===== src/hw/rtl/mai_pkg.sv =====
// Shared types and codes for the machine alarm interlock
`timescale 1ns / 1ps

package mai_pkg;

    // Default depth of the queue between the front and the back part
    localparam int unsigned QUEUE_DEPTH = 2;

    // Decoded transaction kind
    typedef enum logic [1:0] {
        CMD_POLL  = 2'd0,
        CMD_FAIL  = 2'd1,
        CMD_RESET = 2'd2,
        CMD_NOP   = 2'd3
    } mai_cmd_t;

    // Highest-priority active alarm cause below power loss
    typedef enum logic [1:0] {
        CAUSE_NONE  = 2'd0,
        CAUSE_WIRE  = 2'd1,
        CAUSE_ALARM = 2'd2,
        CAUSE_SOFT  = 2'd3
    } mai_cause_t;

    // Interlock state, one-hot
    typedef enum logic [7:0] {
        ST_POWER    = 8'b0000_0001,
        ST_WIRE     = 8'b0000_0010,
        ST_ALARM    = 8'b0000_0100,
        ST_SOFT     = 8'b0000_1000,
        ST_EXIT     = 8'b0001_0000,
        ST_NORMAL   = 8'b0010_0000,
        ST_DRUM     = 8'b0100_0000,
        ST_DRUM_ERR = 8'b1000_0000
    } mai_state_t;

    // Reported state codes
    localparam logic [2:0] CODE_POWER    = 3'd0;
    localparam logic [2:0] CODE_WIRE     = 3'd1;
    localparam logic [2:0] CODE_ALARM    = 3'd2;
    localparam logic [2:0] CODE_SOFT     = 3'd3;
    localparam logic [2:0] CODE_EXIT     = 3'd4;
    localparam logic [2:0] CODE_NORMAL   = 3'd5;
    localparam logic [2:0] CODE_DRUM     = 3'd6;
    localparam logic [2:0] CODE_DRUM_ERR = 3'd7;

    // Notify codes
    localparam logic [1:0] NOTIFY_NONE    = 2'd0;
    localparam logic [1:0] NOTIFY_FAILURE = 2'd1;
    localparam logic [1:0] NOTIFY_ALARM   = 2'd2;

    // Gap regulator codes
    localparam logic [1:0] REG_NONE  = 2'd0;
    localparam logic [1:0] REG_CLEAR = 2'd1;
    localparam logic [1:0] REG_STOP  = 2'd2;

    // Drum command codes
    localparam logic [2:0] DRUM_NONE      = 3'd0;
    localparam logic [2:0] DRUM_DISABLE   = 3'd1;
    localparam logic [2:0] DRUM_FWD_APPLY = 3'd2;
    localparam logic [2:0] DRUM_REV_APPLY = 3'd3;
    localparam logic [2:0] DRUM_FWD_REG   = 3'd4;
    localparam logic [2:0] DRUM_REV_REG   = 3'd5;

    // Restore codes
    localparam logic [1:0] RESTORE_NONE  = 2'd0;
    localparam logic [1:0] RESTORE_PLAIN = 2'd1;
    localparam logic [1:0] RESTORE_APPLY = 2'd2;

    // Drum direction codes on the input
    localparam logic [1:0] DIR_FWD = 2'd1;
    localparam logic [1:0] DIR_REV = 2'd2;

    // Classified transaction handed from the front to the back part
    typedef struct packed {
        mai_cmd_t   cmd;
        logic       power;
        mai_cause_t cause;
        logic       any_flag;
        logic       fwd;
        logic       rev;
        logic       conflict_enter;  // switch disagrees with direction on entry
        logic       conflict_hold;   // switch disagrees with direction in drum state
        logic [2:0] reapply_cmd;     // drum command that re-applies the direction
        logic       drum_enabled;
        logic       direct_mode;
        logic       idle_stopped;
    } mai_item_t;

endpackage


===== src/hw/rtl/mai_if.sv =====
// Handshake interfaces for the poll and result channels
`timescale 1ns / 1ps

interface mai_poll_if;
    logic       valid;
    logic       ready;
    logic [1:0] action;
    logic       lim_power;
    logic       lim_wire;
    logic       lim_alarm;
    logic       lim_soft;
    logic       lim_fwd;
    logic       lim_rev;
    logic [1:0] drum_dir;
    logic       drum_enabled;
    logic       direct_mode;
    logic       idle_stopped;

    modport source (
        output valid, action, lim_power, lim_wire, lim_alarm, lim_soft,
               lim_fwd, lim_rev, drum_dir, drum_enabled, direct_mode, idle_stopped,
        input  ready
    );
    modport sink (
        input  valid, action, lim_power, lim_wire, lim_alarm, lim_soft,
               lim_fwd, lim_rev, drum_dir, drum_enabled, direct_mode, idle_stopped,
        output ready
    );
endinterface

interface mai_result_if;
    logic       valid;
    logic       ready;
    logic [2:0] alarm_state;
    logic       alarm_active;
    logic       drum_permit;
    logic       reset_speed;
    logic [1:0] notify;
    logic [1:0] regulator_cmd;
    logic       exit_direct;
    logic       stop_request;
    logic [2:0] drum_command;
    logic [1:0] restore_outputs;
    logic       snapshot_outputs;
    logic       clear_soft_alarm;

    modport source (
        output valid, alarm_state, alarm_active, drum_permit, reset_speed, notify,
               regulator_cmd, exit_direct, stop_request, drum_command,
               restore_outputs, snapshot_outputs, clear_soft_alarm,
        input  ready
    );
    modport sink (
        input  valid, alarm_state, alarm_active, drum_permit, reset_speed, notify,
               regulator_cmd, exit_direct, stop_request, drum_command,
               restore_outputs, snapshot_outputs, clear_soft_alarm,
        output ready
    );
endinterface


===== src/hw/rtl/mai_front.sv =====
// Front part: accepts poll transactions and classifies them into items
`timescale 1ns / 1ps

module mai_front
    import mai_pkg::*;
(
    input  logic            clk,
    input  logic            rst_n,
    mai_poll_if.sink        poll,
    output logic            item_valid,
    output mai_item_t       item,
    input  logic            item_ready
);

    logic      valid_reg;
    logic      valid_next;
    mai_item_t item_reg;
    mai_item_t item_next;
    logic      take;

    // Stage register frees up as soon as the queue takes its item
    assign poll.ready = !valid_reg || item_ready;
    assign take       = poll.valid && poll.ready;

    // Classification of one poll transaction
    always_comb
    begin
        item_next = item_reg;
        if (take)
        begin
            case (poll.action)
                CMD_POLL:  item_next.cmd = CMD_POLL;
                CMD_FAIL:  item_next.cmd = CMD_FAIL;
                CMD_RESET: item_next.cmd = CMD_RESET;
                default:   item_next.cmd = CMD_NOP;
            endcase
            item_next.power = poll.lim_power;
            if (poll.lim_wire)
                item_next.cause = CAUSE_WIRE;
            else if (poll.lim_alarm)
                item_next.cause = CAUSE_ALARM;
            else if (poll.lim_soft)
                item_next.cause = CAUSE_SOFT;
            else
                item_next.cause = CAUSE_NONE;
            item_next.any_flag = poll.lim_power | poll.lim_wire | poll.lim_alarm |
                                 poll.lim_soft | poll.lim_fwd | poll.lim_rev;
            item_next.fwd = poll.lim_fwd;
            item_next.rev = poll.lim_rev;
            item_next.conflict_enter = (poll.lim_fwd && poll.lim_rev) ||
                                       (poll.drum_dir == DIR_FWD && poll.lim_rev) ||
                                       (poll.drum_dir == DIR_REV && poll.lim_fwd);
            item_next.conflict_hold  = (poll.lim_fwd && poll.lim_rev) ||
                                       (poll.drum_dir == DIR_FWD && poll.lim_fwd) ||
                                       (poll.drum_dir == DIR_REV && poll.lim_rev);
            if (poll.drum_dir == DIR_FWD)
                item_next.reapply_cmd = DRUM_FWD_APPLY;
            else if (poll.drum_dir == DIR_REV)
                item_next.reapply_cmd = DRUM_REV_APPLY;
            else
                item_next.reapply_cmd = DRUM_DISABLE;
            item_next.drum_enabled = poll.drum_enabled;
            item_next.direct_mode  = poll.direct_mode;
            item_next.idle_stopped = poll.idle_stopped;
        end
    end

    always_comb
    begin
        valid_next = valid_reg;
        if (take)
            valid_next = 1'b1;
        else if (item_ready)
            valid_next = 1'b0;
    end

    always_ff @(posedge clk or negedge rst_n)
    begin
        if (!rst_n)
            valid_reg <= 1'b0;
        else
            valid_reg <= valid_next;
    end

    always_ff @(posedge clk)
    begin
        item_reg <= item_next;
    end

    assign item_valid = valid_reg;
    assign item       = item_reg;

endmodule


===== src/hw/rtl/mai_queue.sv =====
// Short queue of classified items between the front and the back part
`timescale 1ns / 1ps

module mai_queue
    import mai_pkg::*;
#(
    parameter int unsigned DEPTH = QUEUE_DEPTH
)
(
    input  logic      clk,
    input  logic      rst_n,
    input  logic      wr_valid,
    input  mai_item_t wr_item,
    output logic      wr_ready,
    output logic      rd_valid,
    output mai_item_t rd_item,
    input  logic      rd_ready
);

    localparam int unsigned PTR_W = (DEPTH > 1) ? $clog2(DEPTH) : 1;
    localparam int unsigned CNT_W = $clog2(DEPTH + 1);
    localparam logic [PTR_W-1:0] LAST_PTR = PTR_W'(DEPTH - 1);
    localparam logic [CNT_W-1:0] FULL_CNT = CNT_W'(DEPTH);

    mai_item_t        entry_reg [DEPTH];
    logic [PTR_W-1:0] wr_ptr_reg;
    logic [PTR_W-1:0] wr_ptr_next;
    logic [PTR_W-1:0] rd_ptr_reg;
    logic [PTR_W-1:0] rd_ptr_next;
    logic [CNT_W-1:0] count_reg;
    logic [CNT_W-1:0] count_next;
    logic             push;
    logic             pop;

    assign wr_ready = (count_reg != FULL_CNT);
    assign rd_valid = (count_reg != '0);
    assign rd_item  = entry_reg[rd_ptr_reg];
    assign push     = wr_valid && wr_ready;
    assign pop      = rd_valid && rd_ready;

    // Pointer and fill count update
    always_comb
    begin
        wr_ptr_next = wr_ptr_reg;
        rd_ptr_next = rd_ptr_reg;
        count_next  = count_reg;
        if (push)
            wr_ptr_next = (wr_ptr_reg == LAST_PTR) ? '0 : wr_ptr_reg + 1'b1;
        if (pop)
            rd_ptr_next = (rd_ptr_reg == LAST_PTR) ? '0 : rd_ptr_reg + 1'b1;
        if (push && !pop)
            count_next = count_reg + 1'b1;
        else if (pop && !push)
            count_next = count_reg - 1'b1;
    end

    always_ff @(posedge clk or negedge rst_n)
    begin
        if (!rst_n)
        begin
            wr_ptr_reg <= '0;
            rd_ptr_reg <= '0;
            count_reg  <= '0;
        end
        else
        begin
            wr_ptr_reg <= wr_ptr_next;
            rd_ptr_reg <= rd_ptr_next;
            count_reg  <= count_next;
        end
    end

    // Entry storage
    always_ff @(posedge clk)
    begin
        if (push)
            entry_reg[wr_ptr_reg] <= wr_item;
    end

endmodule


===== src/hw/rtl/mai_back.sv =====
// Back part: interlock state machine and registered result stage
`timescale 1ns / 1ps

module mai_back
    import mai_pkg::*;
(
    input  logic        clk,
    input  logic        rst_n,
    input  logic        item_valid,
    input  mai_item_t   item,
    output logic        item_ready,
    mai_result_if.source result
);

    mai_state_t state_reg;
    mai_state_t state_next;
    logic       out_valid_reg;
    logic       out_valid_next;
    logic       take;

    logic       reset_speed;
    logic [1:0] notify;
    logic [1:0] regulator_cmd;
    logic       exit_direct;
    logic       stop_request;
    logic [2:0] drum_command;
    logic [1:0] restore_outputs;
    logic       snapshot_outputs;
    logic       clear_soft_alarm;
    logic [2:0] state_code;

    logic [2:0] alarm_state_reg;
    logic       alarm_active_reg;
    logic       drum_permit_reg;
    logic       reset_speed_reg;
    logic [1:0] notify_reg;
    logic [1:0] regulator_cmd_reg;
    logic       exit_direct_reg;
    logic       stop_request_reg;
    logic [2:0] drum_command_reg;
    logic [1:0] restore_outputs_reg;
    logic       snapshot_outputs_reg;
    logic       clear_soft_alarm_reg;

    // A new item is taken whenever the result register is empty or draining
    assign item_ready = !out_valid_reg || result.ready;
    assign take       = item_valid && item_ready;

    // Next state and command strobes
    always_comb
    begin
        state_next       = state_reg;
        reset_speed      = 1'b0;
        notify           = NOTIFY_NONE;
        regulator_cmd    = REG_NONE;
        exit_direct      = 1'b0;
        stop_request     = 1'b0;
        drum_command     = DRUM_NONE;
        restore_outputs  = RESTORE_NONE;
        snapshot_outputs = 1'b0;
        clear_soft_alarm = 1'b0;
        case (item.cmd)
            CMD_FAIL:  state_next = ST_POWER;
            CMD_RESET: state_next = ST_NORMAL;
            CMD_POLL:
            begin
                reset_speed = item.any_flag;
                if (item.power)
                begin
                    if (state_reg != ST_POWER)
                    begin
                        notify        = NOTIFY_FAILURE;
                        regulator_cmd = REG_CLEAR;
                    end
                    state_next = ST_POWER;
                end
                else if (item.cause != CAUSE_NONE)
                begin
                    exit_direct   = item.direct_mode;
                    regulator_cmd = REG_CLEAR;
                    if (state_reg == ST_NORMAL || state_reg == ST_DRUM ||
                        state_reg == ST_DRUM_ERR)
                        notify = NOTIFY_ALARM;
                    case (item.cause)
                        CAUSE_WIRE:  state_next = ST_WIRE;
                        CAUSE_ALARM: state_next = ST_ALARM;
                        default:     state_next = ST_SOFT;
                    endcase
                end
                else
                begin
                    case (state_reg)
                        ST_POWER, ST_WIRE, ST_ALARM:
                            state_next = ST_EXIT;
                        ST_SOFT:
                        begin
                            if (item.idle_stopped)
                            begin
                                state_next       = ST_EXIT;
                                clear_soft_alarm = 1'b1;
                            end
                        end
                        ST_EXIT, ST_NORMAL:
                        begin
                            if (state_reg == ST_EXIT)
                            begin
                                state_next      = ST_NORMAL;
                                restore_outputs = item.any_flag ? RESTORE_PLAIN
                                                                : RESTORE_APPLY;
                            end
                            // End switch reached: reverse the drum or trip
                            if (item.fwd || item.rev)
                            begin
                                snapshot_outputs = 1'b1;
                                regulator_cmd    = REG_STOP;
                                reset_speed      = 1'b1;
                                if (item.conflict_enter)
                                begin
                                    stop_request = 1'b1;
                                    drum_command = DRUM_DISABLE;
                                    state_next   = ST_DRUM_ERR;
                                end
                                else if (item.fwd)
                                begin
                                    drum_command = item.drum_enabled ? DRUM_REV_APPLY
                                                                     : DRUM_REV_REG;
                                    state_next   = ST_DRUM;
                                end
                                else
                                begin
                                    drum_command = item.drum_enabled ? DRUM_FWD_APPLY
                                                                     : DRUM_FWD_REG;
                                    state_next   = ST_DRUM;
                                end
                            end
                        end
                        ST_DRUM, ST_DRUM_ERR:
                        begin
                            if (!item.fwd && !item.rev)
                            begin
                                state_next       = ST_NORMAL;
                                restore_outputs  = RESTORE_PLAIN;
                                drum_command     = item.reapply_cmd;
                                clear_soft_alarm = 1'b1;
                            end
                            else if (item.conflict_hold)
                            begin
                                stop_request = 1'b1;
                                drum_command = DRUM_DISABLE;
                                state_next   = ST_DRUM_ERR;
                            end
                        end
                        default:
                            state_next = state_reg;
                    endcase
                end
            end
            default:
                state_next = state_reg;
        endcase
    end

    // State code reported with the result
    always_comb
    begin
        case (state_next)
            ST_POWER:    state_code = CODE_POWER;
            ST_WIRE:     state_code = CODE_WIRE;
            ST_ALARM:    state_code = CODE_ALARM;
            ST_SOFT:     state_code = CODE_SOFT;
            ST_EXIT:     state_code = CODE_EXIT;
            ST_NORMAL:   state_code = CODE_NORMAL;
            ST_DRUM:     state_code = CODE_DRUM;
            default:     state_code = CODE_DRUM_ERR;
        endcase
    end

    always_comb
    begin
        out_valid_next = out_valid_reg;
        if (take)
            out_valid_next = 1'b1;
        else if (result.ready)
            out_valid_next = 1'b0;
    end

    always_ff @(posedge clk or negedge rst_n)
    begin
        if (!rst_n)
        begin
            state_reg     <= ST_NORMAL;
            out_valid_reg <= 1'b0;
        end
        else
        begin
            out_valid_reg <= out_valid_next;
            if (take)
                state_reg <= state_next;
        end
    end

    // Result register
    always_ff @(posedge clk)
    begin
        if (take)
        begin
            alarm_state_reg      <= state_code;
            alarm_active_reg     <= !(state_next == ST_NORMAL || state_next == ST_DRUM);
            drum_permit_reg      <= (state_next == ST_NORMAL || state_next == ST_DRUM);
            reset_speed_reg      <= reset_speed;
            notify_reg           <= notify;
            regulator_cmd_reg    <= regulator_cmd;
            exit_direct_reg      <= exit_direct;
            stop_request_reg     <= stop_request;
            drum_command_reg     <= drum_command;
            restore_outputs_reg  <= restore_outputs;
            snapshot_outputs_reg <= snapshot_outputs;
            clear_soft_alarm_reg <= clear_soft_alarm;
        end
    end

    assign result.valid            = out_valid_reg;
    assign result.alarm_state      = alarm_state_reg;
    assign result.alarm_active     = alarm_active_reg;
    assign result.drum_permit      = drum_permit_reg;
    assign result.reset_speed      = reset_speed_reg;
    assign result.notify           = notify_reg;
    assign result.regulator_cmd    = regulator_cmd_reg;
    assign result.exit_direct      = exit_direct_reg;
    assign result.stop_request     = stop_request_reg;
    assign result.drum_command     = drum_command_reg;
    assign result.restore_outputs  = restore_outputs_reg;
    assign result.snapshot_outputs = snapshot_outputs_reg;
    assign result.clear_soft_alarm = clear_soft_alarm_reg;

endmodule


===== src/hw/rtl/machine_alarm_interlock_fsm_core.sv =====
// Top level of the machine alarm and drum limit interlock
//
//   Channel  Dir  Handshake      Payload
//   poll     in   valid / ready  action, six switch flags, drum_dir, drum status
//   result   out  valid / ready  state, status and command strobes
//
// One transaction per clock sustained while the result is taken; a poll passes
// through the front register, the queue and the result register before its result appears.
// The state register in the back part is the only state-machine loop.
// Reset (rst_n low, asynchronous) puts the interlock in the normal state and
// empties the front register, queue and result register.
// A stalled result holds; the front keeps accepting until the queue fills.
`timescale 1ns / 1ps

module machine_alarm_interlock_fsm_core
    import mai_pkg::*;
#(
    parameter int unsigned QUEUE_DEPTH_P = QUEUE_DEPTH
)
(
    input  logic          clk,
    input  logic          rst_n,
    mai_poll_if.sink      poll,
    mai_result_if.source  result
);

    logic      front_valid;
    mai_item_t front_item;
    logic      front_ready;
    logic      back_valid;
    mai_item_t back_item;
    logic      back_ready;

    // Accept and classify
    mai_front u_front (
        .clk        (clk),
        .rst_n      (rst_n),
        .poll       (poll),
        .item_valid (front_valid),
        .item       (front_item),
        .item_ready (front_ready)
    );

    // Decoupling queue
    mai_queue #(
        .DEPTH (QUEUE_DEPTH_P)
    ) u_queue (
        .clk      (clk),
        .rst_n    (rst_n),
        .wr_valid (front_valid),
        .wr_item  (front_item),
        .wr_ready (front_ready),
        .rd_valid (back_valid),
        .rd_item  (back_item),
        .rd_ready (back_ready)
    );

    // State machine and result stage
    mai_back u_back (
        .clk        (clk),
        .rst_n      (rst_n),
        .item_valid (back_valid),
        .item       (back_item),
        .item_ready (back_ready),
        .result     (result)
    );

endmodule


===== src/flat_wrapper.sv =====
// flat-port wrapper written by rule: the top's interface ports become plain ports
module machine_alarm_interlock_fsm_core_flat import mai_pkg::*;
#(
    parameter int unsigned QUEUE_DEPTH_P = QUEUE_DEPTH
)
  (clk, rst_n, poll_valid, poll_action, poll_lim_power, poll_lim_wire, poll_lim_alarm, poll_lim_soft, poll_lim_fwd, poll_lim_rev, poll_drum_dir, poll_drum_enabled, poll_direct_mode, poll_idle_stopped, poll_ready, result_valid, result_alarm_state, result_alarm_active, result_drum_permit, result_reset_speed, result_notify, result_regulator_cmd, result_exit_direct, result_stop_request, result_drum_command, result_restore_outputs, result_snapshot_outputs, result_clear_soft_alarm, result_ready);
  mai_poll_if poll_i ();
  mai_result_if result_i ();
  input  logic clk;
  input  logic rst_n;
  input wire logic [$bits(poll_i.valid)-1:0] poll_valid;
  input wire logic [$bits(poll_i.action)-1:0] poll_action;
  input wire logic [$bits(poll_i.lim_power)-1:0] poll_lim_power;
  input wire logic [$bits(poll_i.lim_wire)-1:0] poll_lim_wire;
  input wire logic [$bits(poll_i.lim_alarm)-1:0] poll_lim_alarm;
  input wire logic [$bits(poll_i.lim_soft)-1:0] poll_lim_soft;
  input wire logic [$bits(poll_i.lim_fwd)-1:0] poll_lim_fwd;
  input wire logic [$bits(poll_i.lim_rev)-1:0] poll_lim_rev;
  input wire logic [$bits(poll_i.drum_dir)-1:0] poll_drum_dir;
  input wire logic [$bits(poll_i.drum_enabled)-1:0] poll_drum_enabled;
  input wire logic [$bits(poll_i.direct_mode)-1:0] poll_direct_mode;
  input wire logic [$bits(poll_i.idle_stopped)-1:0] poll_idle_stopped;
  output wire logic [$bits(poll_i.ready)-1:0] poll_ready;
  output wire logic [$bits(result_i.valid)-1:0] result_valid;
  output wire logic [$bits(result_i.alarm_state)-1:0] result_alarm_state;
  output wire logic [$bits(result_i.alarm_active)-1:0] result_alarm_active;
  output wire logic [$bits(result_i.drum_permit)-1:0] result_drum_permit;
  output wire logic [$bits(result_i.reset_speed)-1:0] result_reset_speed;
  output wire logic [$bits(result_i.notify)-1:0] result_notify;
  output wire logic [$bits(result_i.regulator_cmd)-1:0] result_regulator_cmd;
  output wire logic [$bits(result_i.exit_direct)-1:0] result_exit_direct;
  output wire logic [$bits(result_i.stop_request)-1:0] result_stop_request;
  output wire logic [$bits(result_i.drum_command)-1:0] result_drum_command;
  output wire logic [$bits(result_i.restore_outputs)-1:0] result_restore_outputs;
  output wire logic [$bits(result_i.snapshot_outputs)-1:0] result_snapshot_outputs;
  output wire logic [$bits(result_i.clear_soft_alarm)-1:0] result_clear_soft_alarm;
  input wire logic [$bits(result_i.ready)-1:0] result_ready;
  assign poll_i.valid = poll_valid;
  assign poll_i.action = poll_action;
  assign poll_i.lim_power = poll_lim_power;
  assign poll_i.lim_wire = poll_lim_wire;
  assign poll_i.lim_alarm = poll_lim_alarm;
  assign poll_i.lim_soft = poll_lim_soft;
  assign poll_i.lim_fwd = poll_lim_fwd;
  assign poll_i.lim_rev = poll_lim_rev;
  assign poll_i.drum_dir = poll_drum_dir;
  assign poll_i.drum_enabled = poll_drum_enabled;
  assign poll_i.direct_mode = poll_direct_mode;
  assign poll_i.idle_stopped = poll_idle_stopped;
  assign poll_ready = poll_i.ready;
  assign result_valid = result_i.valid;
  assign result_alarm_state = result_i.alarm_state;
  assign result_alarm_active = result_i.alarm_active;
  assign result_drum_permit = result_i.drum_permit;
  assign result_reset_speed = result_i.reset_speed;
  assign result_notify = result_i.notify;
  assign result_regulator_cmd = result_i.regulator_cmd;
  assign result_exit_direct = result_i.exit_direct;
  assign result_stop_request = result_i.stop_request;
  assign result_drum_command = result_i.drum_command;
  assign result_restore_outputs = result_i.restore_outputs;
  assign result_snapshot_outputs = result_i.snapshot_outputs;
  assign result_clear_soft_alarm = result_i.clear_soft_alarm;
  assign result_i.ready = result_ready;
  machine_alarm_interlock_fsm_core #(.QUEUE_DEPTH_P(QUEUE_DEPTH_P)) u_core (.clk(clk), .rst_n(rst_n), .poll(poll_i), .result(result_i));
endmodule

===== config.mk =====
export PLATFORM = sky130hd
export DESIGN_NAME = machine_alarm_interlock_fsm_core_flat
export DESIGN_NICKNAME = d
export VERILOG_FILES = /design/src/hw/rtl/mai_pkg.sv /design/src/hw/rtl/mai_if.sv /design/src/hw/rtl/mai_front.sv /design/src/hw/rtl/mai_queue.sv /design/src/hw/rtl/mai_back.sv /design/src/hw/rtl/machine_alarm_interlock_fsm_core.sv /design/src/flat_wrapper.sv
export SDC_FILE = /design/constraint.sdc
export NUM_CORES = 1
export LEC_CHECK = 0
export BUFFER_PORTS_ARGS = -buffer_cell sky130_fd_sc_hd__buf_2
export CORE_MARGIN = 10
export CORE_UTILIZATION = 50
export CTS_BUF_LIST = sky130_fd_sc_hd__clkbuf_8 sky130_fd_sc_hd__clkbuf_16
export DETAILED_ROUTE_END_ITERATION = 6
export GPL_TIMING_DRIVEN = 0
export PLACE_DENSITY = 0.76
export SYNTH_ARGS = -nofsm -noshare
export SYNTH_HDL_FRONTEND = slang
export SYNTH_SLANG_ARGS = --single-unit
export TNS_END_PERCENT = 1

===== constraint.sdc =====
create_clock -name clk -period 3.6 [get_ports clk]
set_input_delay 0.72 -clock clk [delete_from_list [all_inputs] [get_ports clk]]
set_output_delay 0.72 -clock clk [all_outputs]
set_load 0.01 [all_outputs]

## Word-level counts from Yosys, hierarchy flattened

Memory sizes are Yosys's and may differ from the RTL's.
Index checks and enable logic that the tools add are counted.

- Flip-flop bits (word level): 49
- RAM bits: 32
- Bits of input ports: 17
- Output and inout bits: 21
- Word-level logic and storage cells: 168
- Memories: 1

- Add/subtract/negate cells: 4
- Equality and inequality tests: 25
- Multiplexer cells: 59
- Bitwise gates (word level): 8
- Reduce and logical (&&, ||, !) cells: 41

Memories:

| name | depth | width | rd ports | clocked after memory_dff | wr ports | line | source |
|---|---|---|---|---|---|---|---|
| u_core.u_queue.entry_reg | 2 | 16 | 1 | 0 | 1 | mai_queue.sv:25 | `mai_item_t entry_reg [DEPTH];` |

Operators with widths:

| kind | count |
|---|---|
| two-way mux 8 bit | 8 |
| one-hot mux 8 bit (4 select lines) | 1 |
| two-way mux 2 bit | 14 |
| one-hot mux 8 bit (3 select lines) | 1 |
| two-way mux 1 bit | 22 |
| one-hot mux 3 bit (7 select lines) | 1 |
| two-way mux 3 bit | 6 |
| == test 8 x 1 -> 1 bit (second input constant) | 2 |
| == test 8 x 2 -> 1 bit (second input constant) | 2 |
| == test 8 x 3 -> 1 bit (second input constant) | 2 |
| == test 8 x 4 -> 1 bit (second input constant) | 2 |
| == test 8 x 5 -> 1 bit (second input constant) | 2 |
| == test 8 x 6 -> 1 bit (second input constant) | 2 |
| == test 8 x 7 -> 1 bit (second input constant) | 2 |
| logical AND 1 bit | 11 |
| logical OR 1 bit | 10 |
| nonzero test 2 bit | 5 |
| OR reduction 3 bit | 3 |
| == test 2 x 1 -> 1 bit (second input constant) | 4 |
| == test 2 bit (second input constant) | 4 |
| == test 8 bit (second input constant) | 1 |
| inequality test 8 x 1 -> 1 bit (second input constant) | 1 |
| one-hot mux 4 bit (2 select lines) | 1 |
| logical NOT 1 bit | 7 |
| other kinds (13) | 23 |

## Longest topological paths before layout

Gate-level depths: netlist of run 1.
An unclocked memory read counts as a cell.

- Depth after elaboration: 11
- Mapped depth: 13

## Cells and area by module

From an unflattened synthesis of run 1, not the netlist that was laid out.

- Cell total of the unflattened synthesis: 314
- Area total of the unflattened synthesis: 3975.1 um^2

Modules (own cells, without submodules):

| module | times used | cells an instance | area an instance (um^2) |
|---|---|---|---|
| mai_back | 1 | 207 | 1968.1 |
| mai_queue | 1 | 68 | 1402.6 |
| mai_front | 1 | 39 | 604.3 |

## Worst setup path before layout of run 1

Ideal clock, no wire load.

- Kind: reg-to-reg
- Start: register u_core.u_queue.rd_ptr_reg
- End: register u_core.u_back.alarm_state_reg[1], in the netlist u_core.u_back.result.alarm_state[1] (data pin)
- Setup time: 0.265 ns
- Arrival time: 3.063 ns
- Required time: 3.335 ns
- Setup slack: 0.272 ns
- Cell stages (with the launch flop): 13
- Period minus slack after synthesis: 3.328 ns
- Path through: dfrtp_1 buf_4 buf_2 buf_1 mux2i_1 ha_1 o21ai_2 a2111oi_0 o22a_1 nand3b_1 nor3_1 a2111oi_4 nor3_1

- Word-level cells in the longest chain between the ends: 10

Ends and longest elaborated chain:

| item | line | source |
|---|---|---|
| start, declared | mai_queue.sv:28 | `logic [PTR_W-1:0] rd_ptr_reg;` |
| start signal, assigned | mai_queue.sv:68 | `rd_ptr_reg <= rd_ptr_next;` |
| memory (2 x 16 bit) (*) | -- |  |
| logical NOT 1 bit | mai_back.sv:139 | `if (!item.fwd && !item.rev)` |
| logical AND 1 bit | mai_back.sv:139 |  |
| two-way mux 8 bit | mai_back.sv:139 |  |
| one-hot mux 8 bit (4 select lines) | mai_back.sv:92 | `case (state_reg)` |
| two-way mux 8 bit | mai_back.sv:77 | `else if (item.cause != CAUSE_NONE)` |
| two-way mux 8 bit | mai_back.sv:68 | `if (item.power)` |
| one-hot mux 8 bit (3 select lines) (*) | mai_back.sv:62 | `case (item.cmd)` |
| == test 8 x 7 -> 1 bit, or another cell as far along | mai_back.sv:166 | `case (state_next)` |
| one-hot mux 3 bit (7 select lines) (*) | mai_back.sv:166 |  |
| net u_core.u_back.state_code[1] | mai_back.sv:30 | `logic [2:0] state_code;` |
| end signal, assigned | mai_back.sv:207 | `alarm_state_reg <= state_code;` |
| end, declared | mai_back.sv:32 | `logic [2:0] alarm_state_reg;` |

The timed path passes the listed nets; every way through them passes the cells marked *.
A chain may end at the register's enable or synchronous reset.

## Worst setup path after layout of run 1

Ends and elaborated chain as after synthesis.

==> impl_metrics.yaml, run 1 <==
synth:
  synth_edf_count: 63
  synthesis.area_mm2: 0.00373
  yosysMostFrequentCell: "edfxtp_1"
  yosys-top-cells-area: "edfxtp_1 (51%), dfrtp_1 (8.7%), mux2i_1 (3.0%)"
  synth_top_area_cell: "edfxtp_1"
  yosysUniqueCellTypes: 60
  syn_inst: 307
  synth_common_cells: "edfxtp_1 (63), nand2_1 (24), nor2_1 (20)"
  async_flop_share: 0.182
  avgSynthCellArea_um2: 12.1
  ys_ff_latch: 77
  synth_top_area_frac: 0.507
  synth_nets: 328
  synth_ff_type: "edfxtp_1"
  ys_seq_area_frac: 0.602
  ys_warn_count: 0
clock_network:
  clock_sinks: 77
  cts_tree: "built"
  h-tree-depth: 3
  clkTransAtPathRegs_ns: 0.08
  clock_latency_ns: 0.35
  cts_max_path_buffers: 2
  cts-root-buf: "clkbuf_8"
  numCtsBuffers: 9
route:
  drt_iter0_drc: 113
  drtPass1Iterations: 7
  vias_per_cell: 5.54
  avgRoutedWirePerCell_um: 16.2
  num_vias: 2521
  final_antenna_net_count: 0
  drc_errors: 0
  wirelength_um: 7380
timing:
  slew_viol_final: 0
  relSlewSlack: 0.179
  setup_viol: 0
  fmax_mhz: 305
  worstMarginPinSlew_ns: 1.23
  rsz0062_at_grt: "false"
  fin_crit_ns: 3.28
  finalHoldViolCount: 0
  period_share: 0.910
  setup_slack_ns: 0.325
  finClkSkew_ns: 0.0129
pwr:
  power_density_mw_per_mm2: 828
  leakagePower_nw: 1.64
  vdd_drop_max_uv: 341
place:
  numPortBuffers: 35
  place_worst_setup_slack_ns: -0.386
  globalplace.congestion: 0.880
  hpwl_um: 5430
  placed_area_mm2: 0.00403
die:
  die_h_um: 106
  die_width_um: 106
  core_area_mm2: 0.00725
  start_util: 0.514
  ios: 38
  dieArea_mm2: 0.0113
  rows: 31
worst_setup_path:
  critPathLaunchType: "flop"
  crit_arrival_ns: 3.37
  path_delay_family: "compound AO/OA/AOI/OAI gates"
  crit_path_max_incr_delay_ns: 0.50
  crit_path_end_kind: "flop"
  cp.buffers_inverters: 1
  critPathKind: "reg -> reg"
  slowest_stage: "o21ai_0"
  crit_chain: "buf_4, mux2i_1, ha_1, o21ai_2, a21boi_0, o21ai_0, nand2_1, or2_2, a2111oi_4, nor3_1"
  cp_data_required_time_ns: 3.70
  path_max_fanout: 26
global_route:
  grt_max_degree: 27
  grt_first_pass_wirelength_um: 12200
  grt_pass1_vias: 2517
  antenna_found_initial: 0
  grt_use_total: 0.135
  overflow: 0
final_layout:
  drive_above_1_share: 0.230
  fillers: 606
  layout.nets: 372
  n_antenna_cell: 0
  syn2layout_area_growth_pct: 12.5
  final_area_mm2: 0.00419
  largest_reg_flops: 30
run:
  drv_cap: 0
min_path:
  hp-class: "in -> async"
run_status:
  run_status: "finished clean"
==> kinds of logic (layout without fill, tap and decap cells) <==
| group | after synthesis | in the layout | share of synthesized area |
|---|---|---|---|
| xor+xnor | 13 | 13 | 0.0305 |
| mux | 16 | 16 | 0.0446 |
| fa+ha+maj | 4 | 4 | 0.0134 |
| compound gates | 58 | 58 | 0.118 |
| simple gates | 111 | 111 | 0.157 |
| flops | 77 | 77 | 0.602 |
| buf+inv | 28 | 77 | 0.0342 |
==> placed cells by master, fill, tap and decap left out, types with 4 or more instances in the layout <==
cell,n
a21oi_1,11
a31oi_1,4
buf_2,40
clkbuf_1,5
clkbuf_8,9
dfrtp_1,13
edfxtp_1,63
ha_1,4
inv_1,13
mux2_2,5
mux2i_1,11
nand2_1,24
nand2b_1,5
nand3_1,8
nand4_1,5
nor2_1,20
nor2b_1,4
nor3_1,13
nor4_1,4
o21ai_0,11
or2_2,8
xnor2_1,10
==> power by group <==
group | switching, W | leakage [nW] | internal [W]
clock network | 0.000332 | 0.0898 | 0.000252
logic | 0.000897 | 0.784 | 0.000579
registers | 0.000105 | 0.769 | 0.00131
==> through the flow <==
| stage | hold slack [ns] | total power [W] | cells | utilization | setup TNS, ns |
|---|---|---|---|---|---|
| detailed placement | 0.431 | 0.00291 | 441 | 0.555 | -0.837 |
| finish | 0.266 | 0.00347 | 455 | 0.578 | 0 |
| global placement | 0.425 | 0.00289 | 441 | 0.555 | -0.536 |
| floorplan | 0.421 | 0.00252 | 307 | - | 0 |
| CTS | 0.262 | 0.00348 | 455 | 0.578 | 0 |
| global route | 0.265 | 0.00371 | 455 | 0.578 | 0 |
==> what timing repair did <==
item / CTS / global route
buffers inserted: 0 / 0
hold buffers: 0 / 0
setup endpoints to repair: 3 / 1
gates resized for setup: 0 / 2
==> cell type report <==
class	instances	area [um^2]	area share
Sequential cell	77	2240	0.535
Buffer	13	70.1	0.0167
Clock buffer	9	124	0.0295
Timing Repair Buffer	35	175	0.0418
Clock inverter	7	48.8	0.0116
Tap cell	99	124	0.0295
Inverter	13	48.8	0.0116
Multi-Input combinational cell	202	1360	0.324
==> worst paths after layout <==
path,from,to,slack (ns),depth (start not counted)
worst min register to register,u_core.u_front.item[11],u_core.u_queue.entry_reg[0][10],0.44,0
worst max register to register,u_core.u_queue.rd_ptr_reg,u_core.u_back.result.alarm_state[1],0.32,10
max in group asynchronous,rst_n,u_core.u_back.state_reg[5],3.04,1
worst min-delay path,rst_n,u_core.u_queue.rd_ptr_reg,0.27,1
min in group clk,u_core.u_front.item[11],u_core.u_queue.entry_reg[0][10],0.44,0
worst max-delay path,u_core.u_queue.rd_ptr_reg,u_core.u_back.result.alarm_state[1],0.32,10
==> per-layer routing <==
metal	track usage	routed length, um	up-vias	share of wire
li1	-	-	1237	-
met1	0.165	3250	1187	0.44
met2	0.214	3530	78	0.48
met3	0.0393	412	19	0.056
met4	0.0696	184	0	0.025
met5	0	0	-	0
No activity file was read; power rests on OpenSTA's default activity.
==> run 2: changes to the inputs <==
--- a/config.mk
+++ b/config.mk
@@ -11,8 +11,10 @@
 export CTS_BUF_LIST = sky130_fd_sc_hd__clkbuf_8 sky130_fd_sc_hd__clkbuf_16
 export DETAILED_ROUTE_END_ITERATION = 6
 export GPL_TIMING_DRIVEN = 0
+export HOLD_SLACK_MARGIN = 0.15
 export PLACE_DENSITY = 0.76
 export SYNTH_ARGS = -nofsm -noshare
 export SYNTH_HDL_FRONTEND = slang
+export SYNTH_HIERARCHICAL = 1
 export SYNTH_SLANG_ARGS = --single-unit
 export TNS_END_PERCENT = 1
==> impl_metrics.yaml, run 2 <==
run_status:
  run_status: "finished clean"
clock_network:
  cts_max_path_buffers: 2
  numCtsBuffers: 9
  clock_sinks: 79
  clkTransAtPathRegs_ns: 0.09
  clock_latency_ns: 0.35
  h-tree-depth: 3
  cts_tree: "built"
  cts-root-buf: "clkbuf_8"
  cts_setup_buffers: 0
min_path:
  hp-class: "in -> async"
worst_setup_path:
  crit_arrival_ns: 3.60
  reg2reg_setup_slack_ns: 0.19
  path_max_fanout: 10
  r2r_end: "u_core/u_back/result.alarm_state[1]"
  ff2ff_path_depth: 14
  cp_data_required_time_ns: 3.78
  crit_path_end_kind: "flop"
  critPathLaunchType: "flop"
  critPathKind: "reg -> reg"
  reg2reg_from: "u_core/u_queue/rd_ptr_reg"
pwr:
  vdd_drop_max_uv: 381
  leakagePower_nw: 1.74
  power_density_mw_per_mm2: 856
final_layout:
  final_common_cell: "edfxtp_1"
  fillers: 606
  regArea_mm2: 0.00230
  mostFrequentLayoutCells: "edfxtp_1 (65), buf_2 (40), nor2_1 (31)"
  multi_input_area_mm2: 0.00151
  drive_above_1_share: 0.312
  fin_cells: 467
  n_antenna_cell: 0
  largest_reg_flops: 32
  syn2layout_area_growth_pct: 13.8
  layout.nets: 381
die:
  core_area_mm2: 0.00773
  dieArea_mm2: 0.0119
  ios: 38
  start_util: 0.514
  rows: 32
  die_h_um: 109
  die_width_um: 109
place:
  place_worst_setup_slack_ns: 0.109
  dp_cells: 451
  globalplace.congestion: 0.914
  numPortBuffers: 35
  hpwl_um: 5360
route:
  drtPass1Iterations: 6
  final_antenna_net_count: 0
  drt_iter0_drc: 137
  avgRoutedWirePerCell_um: 15.5
  drc_errors: 0
  vias_per_cell: 5.34
  num_vias: 2492
  wirelength_um: 7260
synth:
  yosysMostFrequentCell: "edfxtp_1"
  ys_ff_latch: 79
  synth_ff_type: "edfxtp_1"
  ys_warn_count: 6
  synth_top_area_cell: "edfxtp_1"
  yosys-top-cells-area: "edfxtp_1 (49%), dfrtp_1 (8.2%), mux2_4 (3.4%)"
  syn_inst: 314
  ys_seq_area_frac: 0.579
  synth_top_area_frac: 0.491
  async_flop_share: 0.177
  avgSynthCellArea_um2: 12.7
  synth_common_cells: "edfxtp_1 (65), nor2_1 (31), nand2_1 (24), o21ai_0 (15), dfrtp_1 (13)"
  synth_nets: 335
  synth_edf_count: 65
  yosysUniqueCellTypes: 73
  synthesis.area_mm2: 0.00398
timing:
  finClkSkew_ns: 0.00728
  finalHoldViolCount: 0
  setup_viol: 0
  rsz0062_at_grt: "false"
  setup_slack_ns: 0.185
  relSlewSlack: 0.147
  slew_viol_final: 0
  worstMarginPinSlew_ns: 1.27
  fmax_mhz: 293
  period_share: 0.949
  fin_tns_setup_ns: 0
  fin_crit_ns: 3.41
global_route:
  overflow: 0
  antenna_found_initial: 0
  grt_pass1_vias: 2471
  grt_first_pass_wirelength_um: 11900
  grt_max_degree: 23
  grt_use_total: 0.127
run:
  drv_cap: 0
==> run 2: per-layer routing <==
metal  up-vias  track usage  part of all wire
met1      1165        0.156              0.44
met4         0       0.0650             0.020
li1       1235            -                 -
met3        14       0.0330             0.067
met2        78        0.204              0.48
met5         -            0                 0
==> run 2: what timing repair did <==
| item | in CTS | in global routing |
|---|---|---|
| resized for setup | 0 | 4 |
| hold buffers | 0 | 0 |
| setup endpoints to repair | 0 | 3 |
==> run 2: how the worst max path moves through the flow <==
| stage | from | endpoint | slack [ns] | depth (start not counted) |
|---|---|---|---|---|
| after floorplan | u_core/u_queue/rd_ptr_reg | u_core/u_back/result.alarm_state[0] | 0.36 | 14 |
| after CTS | u_core/u_queue/rd_ptr_reg | u_core/u_back/result.alarm_state[1] | 0.11 | 14 |
| after global placement | u_core/u_queue/rd_ptr_reg | u_core/u_back/result.alarm_state[0] | 0.14 | 14 |
| after detailed placement | u_core/u_queue/rd_ptr_reg | u_core/u_back/result.alarm_state[1] | 0.11 | 14 |
| after global routing | u_core/u_queue/rd_ptr_reg | u_core/u_back/result.alarm_state[0] | 0.03 | 14 |
| final | u_core/u_queue/rd_ptr_reg | u_core/u_back/result.alarm_state[1] | 0.19 | 14 |
==> run 2: stage by stage <==
step | cell area (um^2) | utilization | hold slack, ns | power, W
after floorplan | 3980 | - | 0.421 | 0.00274
after global placement | 4280 | 0.554 | 0.423 | 0.00312
after detailed placement | 4280 | 0.554 | 0.431 | 0.00314
after CTS | 4500 | 0.583 | 0.275 | 0.00388
after global routing | 4520 | 0.585 | 0.291 | 0.00412
final | 4520 | 0.585 | 0.277 | 0.00387
==> run 2: logic make-up (layout without fill, tap and decap cells) <==
group	Yosys count	count (layout)	synth area share
AOI/OAI and AO/OA	58	58	0.114
xor gates and xnor gates	10	10	0.0220
adders and majority gates	4	4	0.0126
buffers and inverters	30	81	0.0463
DFF	79	79	0.579
muxes	20	20	0.0645
other	1	1	0.000943
and+or+nand+nor	112	112	0.160
==> run 2: final cells by class <==
cell class | instances | area share
buffer | 18 | 0.0307
clock buffer | 9 | 0.0274
clock inverter | 7 | 0.0227
inverter | 12 | 0.00996
multi-input combinational | 205 | 0.333
sequential | 79 | 0.509
tap | 102 | 0.0282
timing repair buffer | 35 | 0.0387
==> run 2: where the power goes <==
part / switching, W / internal (W)
Combinational: 0.000986 / 0.000719
Sequential: 0.0000884 / 0.00135
Clock: 0.000336 / 0.000397
==> run 2: critical path, stage by stage, from the launching register on <==
cell      delay, ns
dfrtp_1        0.38
buf_6          0.14
buf_12         0.15
mux2_4         0.31
inv_2          0.08
ha_4           0.15
or4b_4         0.46
buf_6          0.15
o21bai_1       0.18
o211ai_2       0.33
a22o_4         0.19
nand2b_4       0.13
and3b_1        0.18
and3_1         0.18
o31ai_1        0.23
==> run 3: changes to the inputs <==
--- a/config.mk
+++ b/config.mk
@@ -5,7 +5,7 @@
 export SDC_FILE = /design/constraint.sdc
 export NUM_CORES = 1
 export LEC_CHECK = 0
-export BUFFER_PORTS_ARGS = -buffer_cell sky130_fd_sc_hd__buf_2
+export BUFFER_PORTS_ARGS = -buffer_cell sky130_fd_sc_hd__clkbuf_2
 export CORE_MARGIN = 10
 export CORE_UTILIZATION = 50
 export CTS_BUF_LIST = sky130_fd_sc_hd__clkbuf_8 sky130_fd_sc_hd__clkbuf_16
==> impl_metrics.yaml, run 3 (synthesis results as in run 2) <==
global_route:
  overflow: 0
  grt_pass1_vias: 2482
  grt_max_degree: 23
  grt_first_pass_wirelength_um: 12200
  grt_use_total: 0.130
  antenna_found_initial: 0
pwr:
  combPwrFrac: 0.448
  leakagePower_nw: 1.75
  vdd_drop_max_uv: 361
  power_density_mw_per_mm2: 841
  power.switching_w: 0.00140
  p_int_w: 0.00239
  p_clk_frac: 0.170
  pwr-share-seq: 0.381
  swShare: 0.369
worst_setup_path:
  reg2reg_from: "u_core/u_queue/rd_ptr_reg"
  cp.buffers_inverters: 4
  reg2reg_setup_slack_ns: 0.11
  cp_data_required_time_ns: 3.78
  cpMostUsedCell: "buf_6"
  r2r_end: "u_core/u_back/result.alarm_state[1]"
  crit_arrival_ns: 3.66
  path_delay_family: "simple AND/OR/NAND/NOR gates"
  crit_path_max_incr_delay_ns: 0.46
  critPathKind: "reg -> reg"
  crit_path_end_kind: "flop"
  slowest_stage: "or4b_4"
  crit_chain: "buf_6, buf_12, mux2_4, inv_1, ha_4, or4b_4, buf_6, o21bai_1, o211ai_2, a22o_4, nand2b_4, and3b_1, and3_1, o31ai_1"
  ff2ff_path_depth: 14
  critPathLaunchType: "flop"
  path_max_fanout: 10
timing:
  fmax_mhz: 287
  finalHoldViolCount: 0
  period_share: 0.969
  worstMarginPinSlew_ns: 0.987
  relSlewSlack: 0.336
  slew_viol_final: 0
  finClkSkew_ns: 0.00921
  rsz0062_at_grt: "false"
  fin_crit_ns: 3.49
  fin_tns_setup_ns: 0
  setup_viol: 0
route:
  avgRoutedWirePerCell_um: 15.8
  num_vias: 2508
  drt_iter0_drc: 121
  vias_per_cell: 5.36
  final_antenna_net_count: 0
  drc_errors: 0
  drtPass1Iterations: 5
  wirelength_um: 7370
final_layout:
  fin_cells: 468
  largest_reg_flops: 32
  drive_above_1_share: 0.309
  final_area_mm2: 0.00450
  syn2layout_area_growth_pct: 13.3
  final_common_cell: "edfxtp_1"
  n_antenna_cell: 0
  fillers: 648
  layout.nets: 382
  mostFrequentLayoutCells: "edfxtp_1 (65), clkbuf_2 (35), nor2_1 (30)"
clock_network:
  cts_tree: "built"
  numCtsBuffers: 9
  clock_latency_ns: 0.35
  cts_max_path_buffers: 2
  cts_hold_buf: 0
  clkTransAtPathRegs_ns: 0.08
  h-tree-depth: 3
  clock_sinks: 79
  cts-root-buf: "clkbuf_8"
run:
  drv_cap: 0
place:
  globalplace.congestion: 0.927
  hpwl_um: 5450
  placed_area_mm2: 0.00428
  numPortBuffers: 35
  dp_cells: 451
die:
  die_width_um: 109
  core_area_mm2: 0.00773
  start_util: 0.514
  dieArea_mm2: 0.0119
  ios: 38
  die_h_um: 109
  rows: 32
run_status:
  run_status: "finished clean"
min_path:
  hp-class: "in -> async"
run 3: cell count changes in the layout (fill, tap and decap cells not counted), sizes merged:
| cell | delta |
|---|---|
| buf | -34 |
| bufinv | -1 |
| clkbuf | +35 |
| clkinv | +5 |
| clkinvlp | -3 |
| inv | -1 |
run 3: area by class of cell:
class | instances | area, um^2 | area share
inverter | 12 | 45.0 | 0.0100
timing repair buffer | 36 | 183 | 0.0406
clock inverter | 7 | 72.6 | 0.0161
multi-input combinational | 205 | 1510 | 0.335
sequential | 79 | 2300 | 0.512
buffer | 18 | 139 | 0.0309
clock buffer | 9 | 124 | 0.0275
tap | 102 | 128 | 0.0283
run 3: power by group through the flow:
stage | logic, W | clock network (W) | registers (W)
floorplan | 0.00126 | 0 | 0.00148
detailed placement | 0.00167 | 0 | 0.00147
finish | 0.00170 | 0.000645 | 0.00144
global placement | 0.00167 | 0 | 0.00145
global route | 0.00187 | 0.000696 | 0.00147
CTS | 0.00169 | 0.000662 | 0.00145
run 3: what timing repair did:
| action | 4_1_cts | 5_1_grt |
|---|---|---|
| gates resized for setup | 0 | 3 |
| endpoints found under the setup margin | 0 | 3 |
| buffers inserted | 0 | 1 |
run 3: worst max-delay path by stage:
stage / from / end / slack, ns / depth (start not counted)
floorplan: u_core/u_queue/rd_ptr_reg / u_core/u_back/result.alarm_state[0] / 0.36 / 14
global placement: u_core/u_queue/rd_ptr_reg / u_core/u_back/result.alarm_state[0] / 0.13 / 14
detailed placement: u_core/u_queue/rd_ptr_reg / u_core/u_back/result.alarm_state[1] / 0.11 / 14
CTS: u_core/u_queue/rd_ptr_reg / u_core/u_back/result.alarm_state[1] / 0.08 / 14
global route: u_core/u_queue/rd_ptr_reg / u_core/u_back/result.alarm_state[0] / 0.01 / 14
finish: u_core/u_queue/rd_ptr_reg / u_core/u_back/result.alarm_state[1] / 0.11 / 14
run 3: metrics by stage:
step | power, W | setup slack, ns | utilization | hold WS [ns]
floorplan | 0.00274 | 0.359 | - | 0.421
global placement | 0.00312 | 0.133 | 0.554 | 0.424
detailed placement | 0.00314 | 0.108 | 0.554 | 0.431
CTS | 0.00380 | 0.0797 | 0.579 | 0.285
global route | 0.00403 | 0.0120 | 0.583 | 0.296
finish | 0.00378 | 0.111 | 0.583 | 0.277
run 3: metal layers:
layer | track usage | vias to the layer above | share of wire
met1 | 0.160 | 1176 | 0.43
li1 | - | 1243 | -
met3 | 0.0289 | 12 | 0.058
met5 | 0 | - | 0
met2 | 0.215 | 77 | 0.49
met4 | 0.0584 | 0 | 0.017
